===== src/bsr_pkg.sv =====
// shared types and constants of the bmp 24-bit to rgb565 stream converter
// no dependencies
`timescale 1ns / 1ps

package bsr_pkg;

    // result kinds
    localparam logic [1:0] KIND_PIXEL   = 2'd0;
    localparam logic [1:0] KIND_HDR_OK  = 2'd1;
    localparam logic [1:0] KIND_HDR_BAD = 2'd2;

    // header layout, byte positions in the file
    localparam logic [5:0] POS_SIG_LO   = 6'd0;
    localparam logic [5:0] POS_SIG_HI   = 6'd1;
    localparam logic [5:0] POS_OFFSET   = 6'd10;
    localparam logic [5:0] POS_WIDTH    = 6'd18;
    localparam logic [5:0] POS_HEIGHT   = 6'd22;
    localparam logic [5:0] POS_PLANES   = 6'd26;
    localparam logic [5:0] POS_PLANES_H = 6'd27;
    localparam logic [5:0] POS_DEPTH    = 6'd28;
    localparam logic [5:0] POS_DEPTH_H  = 6'd29;
    localparam logic [5:0] POS_COMPR    = 6'd30;
    localparam logic [5:0] POS_HDR_LAST = 6'd33;
    localparam logic [31:0] HDR_LEN     = 32'd34;

    // expected header values
    localparam logic [7:0] SIG_LO     = 8'h42;
    localparam logic [7:0] SIG_HI     = 8'h4D;
    localparam logic [7:0] NUM_PLANES = 8'd1;
    localparam logic [7:0] BIT_DEPTH  = 8'd24;

    typedef struct packed {
        logic [7:0] data_byte;
        logic       file_start;
    } t_in_item;

    typedef struct packed {
        logic [1:0]  kind;
        logic [15:0] pixel;
        logic [11:0] image_width;
        logic [11:0] image_height;
        logic        last_pixel;
    } t_out_item;

endpackage


===== src/bsr_ifs.sv =====
// valid/ready channel interfaces for the byte input and the result output
// depends on bsr_pkg
`timescale 1ns / 1ps

interface bsr_in_if;
    import bsr_pkg::*;
    logic     valid;
    logic     ready;
    t_in_item data;
    modport source (output valid, output data, input ready);
    modport sink   (input valid, input data, output ready);
endinterface

interface bsr_out_if;
    import bsr_pkg::*;
    logic      valid;
    logic      ready;
    t_out_item data;
    modport source (output valid, output data, input ready);
    modport sink   (input valid, input data, output ready);
endinterface


===== src/bsr_in_reg.sv =====
// input register stage: holds one byte request until the parser takes it
// depends on bsr_pkg, bsr_ifs
`timescale 1ns / 1ps

module bsr_in_reg (
    input  logic              i_clk,
    input  logic              i_rst_n,
    bsr_in_if.sink            i_bytes,
    input  logic              i_take,
    output logic              o_valid,
    output bsr_pkg::t_in_item o_item
);
    import bsr_pkg::*;

    logic     r_valid;
    t_in_item r_item;

    assign i_bytes.ready = !r_valid || i_take;

    always_ff @(posedge i_clk) begin
        if (!i_rst_n) begin
            r_valid <= 1'b0;
        end else if (i_bytes.ready) begin
            r_valid <= i_bytes.valid;
        end
    end

    always_ff @(posedge i_clk) begin
        if (i_bytes.valid && i_bytes.ready) begin
            r_item <= i_bytes.data;
        end
    end

    assign o_valid = r_valid;
    assign o_item  = r_item;

endmodule


===== src/bsr_core.sv =====
// header parser and pixel packer: parser state plus one-byte step logic
// depends on bsr_pkg
`timescale 1ns / 1ps

module bsr_core #(
    parameter int MAX_WIDTH  = 2048,
    parameter int MAX_HEIGHT = 2048
) (
    input  logic               i_clk,
    input  logic               i_rst_n,
    input  logic               i_valid,
    input  bsr_pkg::t_in_item  i_item,
    input  logic               i_out_free,
    output logic               o_take,
    output logic               o_res_valid,
    output bsr_pkg::t_out_item o_res
);
    import bsr_pkg::*;

    localparam int CW = $clog2(MAX_WIDTH + 1);
    localparam int RW = $clog2(MAX_HEIGHT + 1);

    typedef enum logic [2:0] {
        PH_HEADER,
        PH_SKIP,
        PH_PIXEL,
        PH_PAD,
        PH_DONE
    } t_phase;

    t_phase        r_phase,  c_phase,  n_phase;
    logic [31:0]   r_pos,    c_pos,    n_pos;
    logic [31:0]   r_offset, c_offset, n_offset;
    logic [31:0]   r_width,  c_width,  n_width;
    logic [31:0]   r_height, c_height, n_height;
    logic          r_hdr_ok, c_hdr_ok, n_hdr_ok;
    logic [RW-1:0] r_row,    c_row,    n_row;
    logic [CW-1:0] r_col,    c_col,    n_col;
    logic [1:0]    r_bip,    c_bip,    n_bip;
    logic [1:0]    r_pad,    c_pad,    n_pad;
    logic [15:0]   r_hold,   c_hold,   n_hold;

    logic [7:0]    b;
    logic [5:0]    hpos;
    logic [1:0]    lane;
    logic          dims_ok;
    logic          ok_final;
    logic          emit;
    logic [CW-1:0] col_inc;
    logic [RW-1:0] row_inc;
    t_out_item     res;

    assign b    = i_item.data_byte;
    assign hpos = c_pos[5:0];
    // the offset, width and height fields each start two bytes into a 4-byte word
    assign lane = c_pos[1:0] - 2'd2;

    // a file start byte sees the parser as just after reset
    always_comb begin
        if (i_item.file_start) begin
            c_phase  = PH_HEADER;
            c_pos    = '0;
            c_offset = '0;
            c_width  = '0;
            c_height = '0;
            c_hdr_ok = 1'b1;
            c_row    = '0;
            c_col    = '0;
            c_bip    = '0;
            c_pad    = '0;
            c_hold   = '0;
        end else begin
            c_phase  = r_phase;
            c_pos    = r_pos;
            c_offset = r_offset;
            c_width  = r_width;
            c_height = r_height;
            c_hdr_ok = r_hdr_ok;
            c_row    = r_row;
            c_col    = r_col;
            c_bip    = r_bip;
            c_pad    = r_pad;
            c_hold   = r_hold;
        end
    end

    assign dims_ok = (c_width  >= 32'd1) && (c_width  <= 32'(MAX_WIDTH)) &&
                     (c_height >= 32'd1) && (c_height <= 32'(MAX_HEIGHT));
    assign ok_final = c_hdr_ok && (b == 8'd0) && dims_ok;
    assign col_inc  = c_col + 1'b1;
    assign row_inc  = c_row + 1'b1;

    always_comb begin
        n_phase  = c_phase;
        n_pos    = (c_pos == '1) ? c_pos : c_pos + 32'd1;
        n_offset = c_offset;
        n_width  = c_width;
        n_height = c_height;
        n_hdr_ok = c_hdr_ok;
        n_row    = c_row;
        n_col    = c_col;
        n_bip    = c_bip;
        n_pad    = c_pad;
        n_hold   = c_hold;
        emit     = 1'b0;
        res      = '0;

        unique case (c_phase)
            PH_HEADER: begin
                if (hpos == POS_SIG_LO) begin
                    if (b != SIG_LO) n_hdr_ok = 1'b0;
                end else if (hpos == POS_SIG_HI) begin
                    if (b != SIG_HI) n_hdr_ok = 1'b0;
                end else if (hpos >= POS_OFFSET && hpos < POS_OFFSET + 6'd4) begin
                    n_offset[lane*8 +: 8] = b;
                end else if (hpos >= POS_WIDTH && hpos < POS_WIDTH + 6'd4) begin
                    n_width[lane*8 +: 8] = b;
                end else if (hpos >= POS_HEIGHT && hpos < POS_HEIGHT + 6'd4) begin
                    n_height[lane*8 +: 8] = b;
                end else if (hpos == POS_PLANES) begin
                    if (b != NUM_PLANES) n_hdr_ok = 1'b0;
                end else if (hpos == POS_DEPTH) begin
                    if (b != BIT_DEPTH) n_hdr_ok = 1'b0;
                end else if (hpos == POS_PLANES_H || hpos == POS_DEPTH_H ||
                             (hpos >= POS_COMPR && hpos <= POS_HDR_LAST)) begin
                    if (b != 8'd0) n_hdr_ok = 1'b0;
                end

                if (hpos == POS_HDR_LAST) begin
                    emit = 1'b1;
                    if (ok_final) begin
                        res.kind         = KIND_HDR_OK;
                        res.image_width  = c_width[11:0];
                        res.image_height = c_height[11:0];
                        n_phase = (c_offset > HDR_LEN) ? PH_SKIP : PH_PIXEL;
                    end else begin
                        res.kind = KIND_HDR_BAD;
                        n_phase  = PH_DONE;
                    end
                end
            end
            PH_SKIP: begin
                if ({1'b0, c_pos} + 33'd1 >= {1'b0, c_offset}) n_phase = PH_PIXEL;
            end
            PH_PIXEL: begin
                if (c_bip == 2'd0) begin
                    n_hold = {8'd0, b};
                    n_bip  = 2'd1;
                end else if (c_bip == 2'd1) begin
                    n_hold = {b, c_hold[7:0]};
                    n_bip  = 2'd2;
                end else begin
                    emit      = 1'b1;
                    res.kind  = KIND_PIXEL;
                    res.pixel = {b[7:3], c_hold[15:10], c_hold[7:3]};
                    n_bip     = 2'd0;
                    if (col_inc >= c_width[CW-1:0]) begin
                        n_col = '0;
                        if (row_inc >= c_height[RW-1:0]) begin
                            res.last_pixel = 1'b1;
                            n_phase        = PH_DONE;
                        end else begin
                            n_row = row_inc;
                            // pad per row is width mod 4 for 3-byte pixels
                            n_pad = c_width[1:0];
                            if (c_width[1:0] != 2'd0) n_phase = PH_PAD;
                        end
                    end else begin
                        n_col = col_inc;
                    end
                end
            end
            PH_PAD: begin
                n_pad = c_pad - 2'd1;
                if (c_pad == 2'd1) n_phase = PH_PIXEL;
            end
            PH_DONE: begin
            end
            default: begin
            end
        endcase
    end

    assign o_take      = i_valid && (!emit || i_out_free);
    assign o_res_valid = i_valid && emit && i_out_free;
    assign o_res       = res;

    always_ff @(posedge i_clk) begin
        if (!i_rst_n) begin
            r_phase  <= PH_HEADER;
            r_pos    <= '0;
            r_offset <= '0;
            r_width  <= '0;
            r_height <= '0;
            r_hdr_ok <= 1'b1;
            r_row    <= '0;
            r_col    <= '0;
            r_bip    <= '0;
            r_pad    <= '0;
            r_hold   <= '0;
        end else if (o_take) begin
            r_phase  <= n_phase;
            r_pos    <= n_pos;
            r_offset <= n_offset;
            r_width  <= n_width;
            r_height <= n_height;
            r_hdr_ok <= n_hdr_ok;
            r_row    <= n_row;
            r_col    <= n_col;
            r_bip    <= n_bip;
            r_pad    <= n_pad;
            r_hold   <= n_hold;
        end
    end

endmodule


===== src/bsr_out_reg.sv =====
// result register: holds one result until the downstream takes it
// depends on bsr_pkg, bsr_ifs
`timescale 1ns / 1ps

module bsr_out_reg (
    input  logic               i_clk,
    input  logic               i_rst_n,
    input  logic               i_load,
    input  bsr_pkg::t_out_item i_res,
    output logic               o_free,
    bsr_out_if.source          o_pixels
);
    import bsr_pkg::*;

    logic      r_valid;
    t_out_item r_res;

    assign o_free = !r_valid || o_pixels.ready;

    always_ff @(posedge i_clk) begin
        if (!i_rst_n) begin
            r_valid <= 1'b0;
        end else if (o_free) begin
            r_valid <= i_load;
        end
    end

    always_ff @(posedge i_clk) begin
        if (i_load) begin
            r_res <= i_res;
        end
    end

    assign o_pixels.valid = r_valid;
    assign o_pixels.data  = r_res;

endmodule


===== src/bmp24_stream_to_rgb565.sv =====
// top level of the bmp 24-bit file stream to rgb565 pixel converter
// depends on bsr_pkg, bsr_ifs, bsr_in_reg, bsr_core, bsr_out_reg
//
//   channel    dir  carries                                      request
//   i_bytes    in   data_byte, file_start                        one file byte
//   o_pixels   out  kind, pixel, image_width, image_height,      one result
//                   last_pixel
//
// one byte per cycle sustained while o_pixels is ready; a byte is held in the input register
// and its result, if any, is held in the output register before it shows on o_pixels
// the parser step per byte is combinational counter updates and compares, registered on take
// synchronous active-low reset clears the parser to its header state
// a held result stalls only bytes that would make a new result
`timescale 1ns / 1ps

module bmp24_stream_to_rgb565 #(
    parameter int MAX_WIDTH  = 2048,
    parameter int MAX_HEIGHT = 2048
) (
    input  logic      i_clk,
    input  logic      i_rst_n,
    bsr_in_if.sink    i_bytes,
    bsr_out_if.source o_pixels
);
    import bsr_pkg::*;

    logic      in_valid;
    t_in_item  in_item;
    logic      take;
    logic      out_free;
    logic      res_valid;
    t_out_item res;

    bsr_in_reg u_in_reg (
        .i_clk   (i_clk),
        .i_rst_n (i_rst_n),
        .i_bytes (i_bytes),
        .i_take  (take),
        .o_valid (in_valid),
        .o_item  (in_item)
    );

    bsr_core #(
        .MAX_WIDTH  (MAX_WIDTH),
        .MAX_HEIGHT (MAX_HEIGHT)
    ) u_core (
        .i_clk       (i_clk),
        .i_rst_n     (i_rst_n),
        .i_valid     (in_valid),
        .i_item      (in_item),
        .i_out_free  (out_free),
        .o_take      (take),
        .o_res_valid (res_valid),
        .o_res       (res)
    );

    bsr_out_reg u_out_reg (
        .i_clk    (i_clk),
        .i_rst_n  (i_rst_n),
        .i_load   (res_valid),
        .i_res    (res),
        .o_free   (out_free),
        .o_pixels (o_pixels)
    );

endmodule

===== src/flat_wrapper.sv =====
// flat-port wrapper written by rule: the top's interface ports become plain ports
module bmp24_stream_to_rgb565_flat import bsr_pkg::*;
#(
    parameter int MAX_WIDTH  = 2048,
    parameter int MAX_HEIGHT = 2048
)
  (i_clk, i_rst_n, i_bytes_valid, i_bytes_data, i_bytes_ready, o_pixels_valid, o_pixels_data, o_pixels_ready);
  bsr_in_if i_bytes_i ();
  bsr_out_if o_pixels_i ();
  input  logic i_clk;
  input  logic i_rst_n;
  input wire logic [$bits(i_bytes_i.valid)-1:0] i_bytes_valid;
  input wire logic [$bits(i_bytes_i.data)-1:0] i_bytes_data;
  output wire logic [$bits(i_bytes_i.ready)-1:0] i_bytes_ready;
  output wire logic [$bits(o_pixels_i.valid)-1:0] o_pixels_valid;
  output wire logic [$bits(o_pixels_i.data)-1:0] o_pixels_data;
  input wire logic [$bits(o_pixels_i.ready)-1:0] o_pixels_ready;
  assign i_bytes_i.valid = i_bytes_valid;
  assign i_bytes_i.data = i_bytes_data;
  assign i_bytes_ready = i_bytes_i.ready;
  assign o_pixels_valid = o_pixels_i.valid;
  assign o_pixels_data = o_pixels_i.data;
  assign o_pixels_i.ready = o_pixels_ready;
  bmp24_stream_to_rgb565 #(.MAX_WIDTH(MAX_WIDTH), .MAX_HEIGHT(MAX_HEIGHT)) u_core (.i_clk(i_clk), .i_rst_n(i_rst_n), .i_bytes(i_bytes_i), .o_pixels(o_pixels_i));
endmodule

===== config.mk =====
export PLATFORM = sky130hd
export DESIGN_NAME = bmp24_stream_to_rgb565_flat
export DESIGN_NICKNAME = d
export VERILOG_FILES = /design/src/bsr_pkg.sv /design/src/bsr_ifs.sv /design/src/bsr_in_reg.sv /design/src/bsr_core.sv /design/src/bsr_out_reg.sv /design/src/bmp24_stream_to_rgb565.sv /design/src/flat_wrapper.sv
export SDC_FILE = /design/constraint.sdc
export NUM_CORES = 1
export LEC_CHECK = 0
export BUFFER_PORTS_ARGS = -buffer_cell sky130_fd_sc_hd__buf_2
export CAP_MARGIN = 20
export CORE_UTILIZATION = 35
export CTS_CLUSTER_DIAMETER = 200
export DETAILED_ROUTE_END_ITERATION = 6
export PLACE_DENSITY = 0.57
export SYNTH_ARGS = -nofsm -noshare
export SYNTH_HDL_FRONTEND = slang
export SYNTH_SLANG_ARGS = --single-unit
export TNS_END_PERCENT = 1

===== constraint.sdc =====
create_clock -name i_clk -period 4.75 [get_ports i_clk]
set_clock_uncertainty 0.1 [all_clocks]
set_input_delay 0 -clock i_clk [delete_from_list [all_inputs] [get_ports i_clk]]
set_output_delay 0 -clock i_clk [all_outputs]
set_load 0.01 [all_outputs]

Word level (Yosys, flattened, before mapping)
Index checks and enable logic that the tools add are counted.
{"block": "classes", "addsub": 7, "magnitude_cmp": 16, "eq_ne": 16, "shift": 2, "n_mux": 83, "bitwise": 2, "n_reduce_logical": 30}
{"op": "32-bit 2-to-1 mux", "n": 20}
{"op": "12-bit 2-to-1 mux", "n": 11}
{"op": "32-bit bitwise mux", "n": 3}
{"op": "32-bit by 1-bit >= comparator with 1-bit output, second input constant", "n": 2}
{"op": "32-bit by 12-bit <= comparator with 1-bit output, second input constant", "n": 2}
{"op": "16-bit 2-to-1 mux", "n": 4}
{"op": "5-bit negation with 34-bit output", "n": 1}
{"op": "8-bit by 34-bit variable shift with 32-bit output, first input constant", "n": 1}
{"op": "8-bit by 34-bit indexed part select with 32-bit output", "n": 1}
{"op": "32-bit by 1-bit adder with 33-bit output, second input constant", "n": 1}
{"op": "33-bit by 32-bit >= comparator with 1-bit output", "n": 1}
{"op": "32-bit by 1-bit adder with 32-bit output, second input constant", "n": 1}
{"op": "32-bit equality test, second input constant", "n": 1}
{"op": "32-bit by 6-bit greater-than comparator with 1-bit output, second input constant", "n": 1}
{"op": "3-bit 2-to-1 mux", "n": 10}
{"op": "12-bit by 1-bit adder with 12-bit output, second input constant", "n": 2}
{"op": "6-bit by 5-bit equality test with 1-bit output, second input constant", "n": 4}
{"op": "12-bit >= comparator", "n": 2}
{"op": "2-bit 2-to-1 mux", "n": 12}
{"op": "1-bit 2-to-1 mux", "n": 19}
{"op": "6-bit by 5-bit >= comparator with 1-bit output, second input constant", "n": 3}
{"op": "8-bit by 7-bit inequality test with 1-bit output, second input constant", "n": 2}
{"op": "1-bit logical AND", "n": 13}
{"op": "6-bit by 5-bit less-than comparator with 1-bit output, second input constant", "n": 2}
{"op": "other kinds (27)", "n": 37}
{"block": "word_totals", "ff_bits": 230, "in_bits": 13, "output_inout_bits": 45, "wordCells": 176}

Longest topological paths before layout
Gate-level depths: netlist (run 1).
{"block": "depth", "depth_word": 13, "ltp_mapped": 21}

Hierarchy
From an unflattened synthesis (run 1), not the netlist that was laid out.
{"block": "unflattened", "cells_unflattened": 1371, "area_unflattened_um2": 12234.2}
{"module": "bsr_core", "instances": 1, "cells_each": 1310, "area_per_inst_um2": 10566.4}
{"module": "bsr_out_reg", "instances": 1, "cells_each": 47, "area_per_inst_um2": 1340.0}
{"module": "bsr_in_reg", "instances": 1, "cells_each": 14, "area_per_inst_um2": 327.8}

Least setup slack after synthesis (run 1)
No wires, ideal clock.
{"block": "synth_timing", "kind": "reg-to-reg", "startpoint": "reg u_core.u_in_reg.r_item, in the netlist u_core.u_in_reg.o_item[0]", "endpoint": "reg u_core.u_core.r_phase[0]", "setup_time_ps": 70, "arrival_time_ps": 4167, "required_ps": 4580, "setup_slack_ps": 413, "stages_incl_launch_ff": 21, "n_path_buf": 5, "cell_sequence": "edfxtp_1 -> buf_6 -> buf_6 -> clkbuf_1 -> clkbuf_1 -> clkbuf_1 -> nor2b_1 -> ha_1 -> nand3b_1 -> nor4_4 -> and3_1 -> nand2_1 -> xor2_1 -> nor2_1 -> ha_1 -> and4_1 -> a221oi_1 -> o311ai_0 -> a211o_1 -> o2bb2ai_1 -> a21oi_1"}
{"block": "synth_via", "elab_chain_cells": 9, "elab_cells_between_ends": 53, "classes_between": "add/sub (3); order compare (8); eq/ne (6); mux (25); reduce/logical (11)"}
{"element": "from (decl)", "line_no": "bsr_in_reg.sv:16", "source": "t_in_item r_item;"}
{"element": "from (signal assigned)", "line_no": "bsr_in_reg.sv:30", "source": "r_item <= i_bytes.data;"}
{"element": "branches (longest 9 deep; another with 32-bit by 1-bit adder with 33-bit output)"}
{"element": "to (signal assigned)", "line_no": "bsr_core.sv:202", "source": "r_phase <= n_phase;"}
{"element": "to (decl)", "line_no": "bsr_core.sv:31", "source": "t_phase r_phase, c_phase, n_phase;"}
Several ways; the timed one is not identified.
A chain may end at the register's enable or synchronous reset.

Worst setup path in the final report (run 1)
{"block": "layout_timing", "startpoint": "reg u_core.u_in_reg.r_item, in the netlist u_core.u_in_reg.o_item[0]", "endpoint": "reg u_core.u_core.r_row[10]"}
{"block": "layout_via", "elab_chain_cells": 8, "elab_cells_between_ends": 28, "classes_between": "add/sub (2); order compare (2); eq/ne (3); mux (16); reduce/logical (5)"}
{"element": "12-bit 2-to-1 mux / 2-bit 2-to-1 mux (equally long branches)", "line_no": "bsr_core.sv:60", "source": "if (i_item.file_start) begin"}
{"element": "12-bit by 1-bit adder with 12-bit output / 2-bit by 1-bit equality test with 1-bit output (equally long branches)", "line_no": "bsr_core.sv:91, bsr_core.sv:149"}
{"element": "12-bit >= comparator / 1-bit 2-to-1 mux (equally long branches)", "line_no": "bsr_core.sv:159, bsr_core.sv:149"}
{"element": "12-bit 2-to-1 mux / 1-bit 2-to-1 mux (equally long branches)", "line_no": "bsr_core.sv:159, bsr_core.sv:146"}
{"element": "12-bit 2-to-1 mux / 1-bit case mux with 2 select lines (equally long branches)", "line_no": "bsr_core.sv:157, bsr_core.sv:108"}
{"element": "12-bit 2-to-1 mux / 1-bit logical NOT (equally long branches)", "line_no": "bsr_core.sv:149, bsr_core.sv:184"}
{"element": "12-bit 2-to-1 mux / 1-bit logical OR (equally long branches)", "line_no": "bsr_core.sv:146, bsr_core.sv:184"}
{"element": "12-bit 2-to-1 mux / 1-bit logical AND (equally long branches)", "line_no": "bsr_core.sv:108, bsr_core.sv:184"}
{"element": "to (signal assigned)", "line_no": "bsr_core.sv:208", "source": "r_row <= n_row;"}
{"element": "to (decl)", "line_no": "bsr_core.sv:37", "source": "logic [RW-1:0] r_row, c_row, n_row;"}
Parallel ways exist; a longest one is shown, timed or not.

==> results.json, run 1 <==
{
  "outcome": "completed",
  "total_power_mw": 4.54,
  "fin_crit_sh": 0.932,
  "portBuffers": 57,
  "diodes": 0,
  "grt_pass1_vias": 10156,
  "synthCells": 1394,
  "synthArstFlopShare": 0,
  "holdWs_ns": 0.0618,
  "gp_congestion": 0.876,
  "fillers": 3502,
  "fmax_mhz": 226,
  "yosysMostFrequentCell": "nor2_1",
  "grt_pass1_wl_um": 58400,
  "vias": 10872,
  "drt-total-wl_um": 36900,
  "pre_cts_slack_ns": 0.432,
  "cts_resized": 0,
  "core-area_um2": 34500,
  "ir_drop_v": 0.000246,
  "clock_path_buffers": 3,
  "post_cts_buffers": 0,
  "finalMaxSlewViolations": 0,
  "vias_per_cell": 5.72,
  "yosysSeqAreaShare": 0.410,
  "synthTopCellsByArea": "dfxtp_1 (28%), edfxtp_1 (13%), nor2_1 (6.8%), ha_1 (6.6%), a32oi_1 (4.9%)",
  "path_class": "reg2reg",
  "cts_tree": "built",
  "drive_gt1_frac": 0.118,
  "hold_viol_final": 0,
  "ys_top_cells_by_count": "nor2_1 (221), dfxtp_1 (173), nand2_1 (126)",
  "design_area_um2": 14000,
  "ys_seq_elements": 225,
  "nets": 1505,
  "clk_latency_ns": 0.55,
  "finalSetupTns_ns": 0,
  "synthSimpleGateAreaFrac": 0.257,
  "max-cap-violations": 0,
  "synth.avg_cell_area_um2": 8.80,
  "rsz0062_at_grt": "false",
  "synthMuxAreaShare": 0.00245,
  "first_pass_iters": 5,
  "synth_top_family_by_area": "simple AND/OR/NAND/NOR gates",
  "syn2layout_area_growth_pct": 13.9,
  "wl_per_cell_um": 19.4,
  "cp_max_fo": 12,
  "fp.dieW_um": 189,
  "die_area_um2": 35800,
  "critical_path.endpoint_type": "register",
  "dp_hpwl_um": 24900,
  "synth_top_area_cell": "dfxtp_1",
  "synth_xor_area_frac": 0.0364,
  "netlist-cell-type-count": 84,
  "grt.total_usage": 0.204,
  "antenna_found_initial": 0,
  "placed_cell_area_um2": 12900,
  "hold_path.class": "in2reg",
  "synth_compound_area_frac": 0.181,
  "leakage_nw": 5.01,
  "final_util": 0.404,
  "htree_levels": 1,
  "fin_crit_ns": 4.43,
  "synthesis.nets": 1472,
  "synth_edf_count": 52,
  "cts_buffers": 27,
  "clockRootBuffer": "clkbuf_16",
  "place_inst": 1841,
  "drc": 0,
  "setup_viol": 0,
  "cp.arrival_ns": 4.80,
  "worst-endpoint-required_ns": 5.12,
  "worstMarginPinSlew_ns": 1.05,
  "ys.flop_type": "dfxtp_1",
  "start_kind": "register",
  "cts_sinks": 225,
  "setup_ws_ns": 0.323,
  "io_pins": 58,
  "grt_remaining_overflow": 0,
  "grt_max_degree": 70,
  "yosysWarnings": 0,
  "synth_fa_ha_area_frac": 0.0671,
  "p_per_area_nw_per_um2": 325,
  "fp.dieH_um": 189,
  "drt_iter0_drc": 1020,
  "rows": 68,
  "clk_pin_slew_ns": 0.06,
  "relSlewSlack": 0.301,
  "initial_core_util": 0.355,
  "synth_area_um2": 12300,
  "antenna_left": 0,
  "instances_no_fill": 1902,
  "synth_top_area_frac": 0.282
}
==> layout by cell type (no fill, tap or decap), drive strengths merged, types with 5 or more instances in the layout <==
| cell | instances |
|---|---|
| a31oi | 5 |
| nand4b | 5 |
| a21o | 16 |
| dfxtp | 173 |
| o21ai | 44 |
| nor3 | 27 |
| edfxtp | 52 |
| and4 | 9 |
| dlygate4sd3 | 12 |
| inv | 24 |
| o22ai | 22 |
| a21oi | 53 |
| nor2 | 224 |
| nor4 | 29 |
| nand2b | 10 |
| o221a | 6 |
| clkinv | 8 |
| nand4 | 24 |
| nor4b | 7 |
| a22oi | 44 |
| nand3 | 57 |
| xnor2 | 20 |
| and2 | 31 |
| buf | 92 |
| and3 | 33 |
| o211ai | 5 |
| clkbuf | 33 |
| nor2b | 17 |
| nand2 | 127 |
| a32oi | 68 |
| a211oi | 8 |
| ha | 65 |
| nand3b | 8 |
| xor2 | 31 |
==> worst paths after layout <==
kind / startpoint / cells after the start / end / slack, ns
setup reg to reg: u_core.u_in_reg.o_item[0] / 16 / u_core.u_core.r_row[10] / 0.32
setup / recovery: u_core.u_in_reg.o_item[0] / 16 / u_core.u_core.r_row[10] / 0.32
hold reg to reg: u_core.u_core.r_height[23] / 2 / u_core.u_core.r_height[23] / 0.37
hold / removal: i_bytes_data[2] / 2 / u_core.u_in_reg.o_item[2] / 0.06
==> flip-flops by register name, summed over array words and instances, names as in the netlist <==
| name | flops |
|---|---|
| u_core.u_core.r_hold | 11 |
| u_core.u_core.r_hdr_ok | 1 |
| u_core.u_core.r_pad | 2 |
| u_core.u_core.r_row | 12 |
| u_core.u_core.r_pos | 32 |
| u_core.u_out_reg.o_pixels.valid | 1 |
| u_core.u_out_reg.o_pixels.data | 43 |
| u_core.u_core.r_width | 32 |
| u_core.u_core.r_offset | 32 |
| u_core.u_core.r_bip | 2 |
| u_core.u_in_reg.o_item | 9 |
| u_core.u_core.r_col | 12 |
| u_core.u_core.r_phase | 3 |
| u_core.u_in_reg.o_valid | 1 |
| u_core.u_core.r_height | 32 |
==> per-layer routing <==
layer  vias up  track usage  part of all wire
met1      5260        0.287              0.47
met4         0       0.0661             0.030
met2       333        0.319              0.45
met5         -            0                 0
li1       5206            -                 -
met3        73       0.0308             0.057
==> worst max-delay path, stage by stage, from the launching register on <==
cell	delay, ns
edfxtp_1	0.62
nand2b_1	0.30
inv_1	0.15
ha_1	0.27
nand3_1	0.19
nor3_2	0.40
nand3_1	0.14
xor2_1	0.16
nor2_1	0.22
ha_1	0.22
nand3_1	0.08
a211oi_1	0.41
o32ai_2	0.17
buf_4	0.18
a31oi_1	0.44
o21ai_0	0.16
a21oi_1	0.14
==> report_power, final <==
group          total [mW]  switching [mW]  leakage, nW  internal (mW)
combinational       0.350           0.239         2.78          0.111
clock                2.17           0.869        0.447           1.30
sequential           2.02          0.0469         1.78           1.98
total                4.54            1.16         5.01           3.39
==> layout make-up <==
cell class | instances | area (um2) | share of cell area
Clock buffer | 33 | 718 | 0.0514
Clock inverter | 16 | 213 | 0.0152
Inverter | 23 | 88.8 | 0.00636
Multi-Input combinational cell | 1046 | 6690 | 0.479
Sequential cell | 225 | 5020 | 0.360
Tap cell | 455 | 569 | 0.0407
Timing Repair Buffer | 104 | 668 | 0.0478
==> what timing repair did <==
| item | 4_1_cts | 5_1_grt |
|---|---|---|
| hold endpoints to repair | 34 | 0 |
| hold buffers | 12 | 0 |
| setup endpoints to repair | 0 | 0 |
==> logic make-up (layout without fill, tap and decap cells) <==
logic type,count (synthesis),after routing
and+or+nand+nor,619,619
adders and majority gates,66,66
AOI/OAI and AO/OA,307,307
buffers and inverters,123,176
xor gates and xnor gates,51,51
muxes,3,3
DFF,225,225
No activity file was read; power rests on OpenSTA's default activity.
==> run 2: changes to the inputs <==
Settings changed: BUFFER_PORTS_ARGS -buffer_cell sky130_fd_sc_hd__buf_2 to unset, DONT_BUFFER_PORTS set to 1, PLACE_DENSITY 0.57 to 0.56.
==> results.json, run 2 (same netlist as run 1, synthesis figures left out) <==
{
  "first_pass_iters": 5,
  "final_common_cell": "nor2_1",
  "path_class": "reg2reg",
  "antenna_left": 0,
  "fmax_mhz": 230,
  "rows": 68,
  "wl_per_cell_um": 19.7,
  "portBuffers": 0,
  "htree_levels": 1,
  "outcome": "completed",
  "setup_viol": 0,
  "place_inst": 1776,
  "relSlewSlack": 0.293,
  "cts_sinks": 225,
  "worstMarginPinSlew_ns": 1.06,
  "drive_gt1_frac": 0.0777,
  "fp.dieW_um": 189,
  "grt.total_usage": 0.203,
  "clk_latency_ns": 0.55,
  "initial_core_util": 0.355,
  "leakage_nw": 4.88,
  "clock_path_buffers": 3,
  "hold_path.class": "in2reg",
  "grt_pass1_wl_um": 58100,
  "hold_viol_final": 0,
  "dp_hpwl_um": 24200,
  "antenna_found_initial": 1,
  "finalMaxSlewViolations": 0,
  "largest_reg_flops": 43,
  "fp.dieH_um": 189,
  "cts_buffers": 26,
  "p_per_area_nw_per_um2": 337,
  "cts_tree": "built",
  "core-area_um2": 34500,
  "finalSetupTns_ns": 0,
  "drc": 0,
  "grt_remaining_overflow": 0,
  "cp.arrival_ns": 4.68,
  "syn2layout_area_growth_pct": 12.3,
  "final_cell_mix": "nor2_1 (220), dfxtp_1 (173), nand2_1 (126)",
  "worst-endpoint-required_ns": 5.08,
  "grt_max_degree": 84,
  "drt_iter0_drc": 965,
  "post_cts_buffers": 0,
  "die_area_um2": 35800,
  "fin_crit_ns": 4.36,
  "ir_drop_v": 0.000241,
  "vias_per_cell": 5.73,
  "nets": 1448,
  "instances_no_fill": 1846,
  "cp_max_fo": 15,
  "max-cap-violations": 0,
  "clk_pin_slew_ns": 0.07,
  "fin_crit_sh": 0.917,
  "start_kind": "register",
  "io_pins": 58,
  "holdWs_ns": 0.0211,
  "rsz0062_at_grt": "false",
  "grt_pass1_vias": 10134,
  "gp_congestion": 0.903,
  "critical_path.endpoint_type": "register",
  "drt-total-wl_um": 36400,
  "clockRootBuffer": "clkbuf_16",
  "vias": 10573
}
==> run 2: changes by cell type in the layout (fill, tap and decap cells not counted), moves of 2 or more <==
cell	before	now
dlygate4sd3_1	12	21
inv_4	1	3
buf_2	57	0
clkbuf_1	4	2
buf_4	35	26
clkinv_4	5	1
bufinv_16	4	6
==> run 2: what timing repair did <==
action	4_1_cts	5_1_grt
resized for setup	0	1
hold buffers	21	0
endpoints found under the setup margin	0	1
endpoints found under the hold margin	112	0
==> run 2: cell type report <==
type | count | area (um2)
timing repair buffer | 48 | 425
inverter | 23 | 88.8
clock buffer | 32 | 724
sequential | 225 | 5020
fill | 3478 | 20800
antenna | 1 | 2.50
multi-input combinational | 1046 | 6690
clock inverter | 16 | 244
tap | 455 | 569
==> run 2: worst max-delay path, stage by stage (launching register included) <==
cell and delay (ns):
edfxtp_1 0.51, buf_12 0.21, nand2b_1 0.19, inv_1 0.11, ha_1 0.23, nand3_1 0.16, nor3_2 0.34, nand3_1 0.16
xor2_1 0.16, nor2_1 0.15, ha_1 0.28, o21ai_0 0.19, a21oi_1 0.09, o32ai_2 0.43, and3_2 0.43, a211oi_1 0.11
a311o_1 0.35
==> run 2: report_power, final <==
part           switching, mW  internal [mW]  total (mW)
combinational          0.232          0.112       0.345
sequential            0.0513           1.98        2.03
clock                  0.855           1.41        2.27
total                   1.14           3.50        4.64
==> run 2: worst paths after layout <==
path                                   start                    endpoint  slack (ns)  cells after the start
hold reg to reg   u_core.u_core.r_height[23]  u_core.u_core.r_height[23]        0.36                      2
setup / recovery   u_core.u_in_reg.o_item[0]      u_core.u_core.r_row[2]        0.39                     16
setup reg to reg   u_core.u_in_reg.o_item[0]      u_core.u_core.r_row[2]        0.39                     16
hold / removal               i_bytes_data[0]   u_core.u_in_reg.o_item[0]        0.02                      1
==> run 2: through the flow <==
step                worst slack (ns)  cell area, um2   util  total power [mW]
finish                         0.395           13800  0.399              4.64
global route                  0.0835           13800  0.399              4.80
CTS                            0.330           13800  0.399              4.69
detailed placement             0.361           12600  0.364              2.39
global placement               0.455           12600  0.364              2.39
floorplan                      0.413           12300      -              2.29
==> run 2: layer usage <==
| metal | wire length, um | vias up | track usage |
|---|---|---|---|
| li1 | - | 5091 | - |
| met2 | 16500 | 316 | 0.324 |
| met4 | 841 | 0 | 0.0496 |
| met3 | 2000 | 62 | 0.0319 |
| met1 | 17100 | 5104 | 0.284 |
| met5 | 0 | - | 0 |
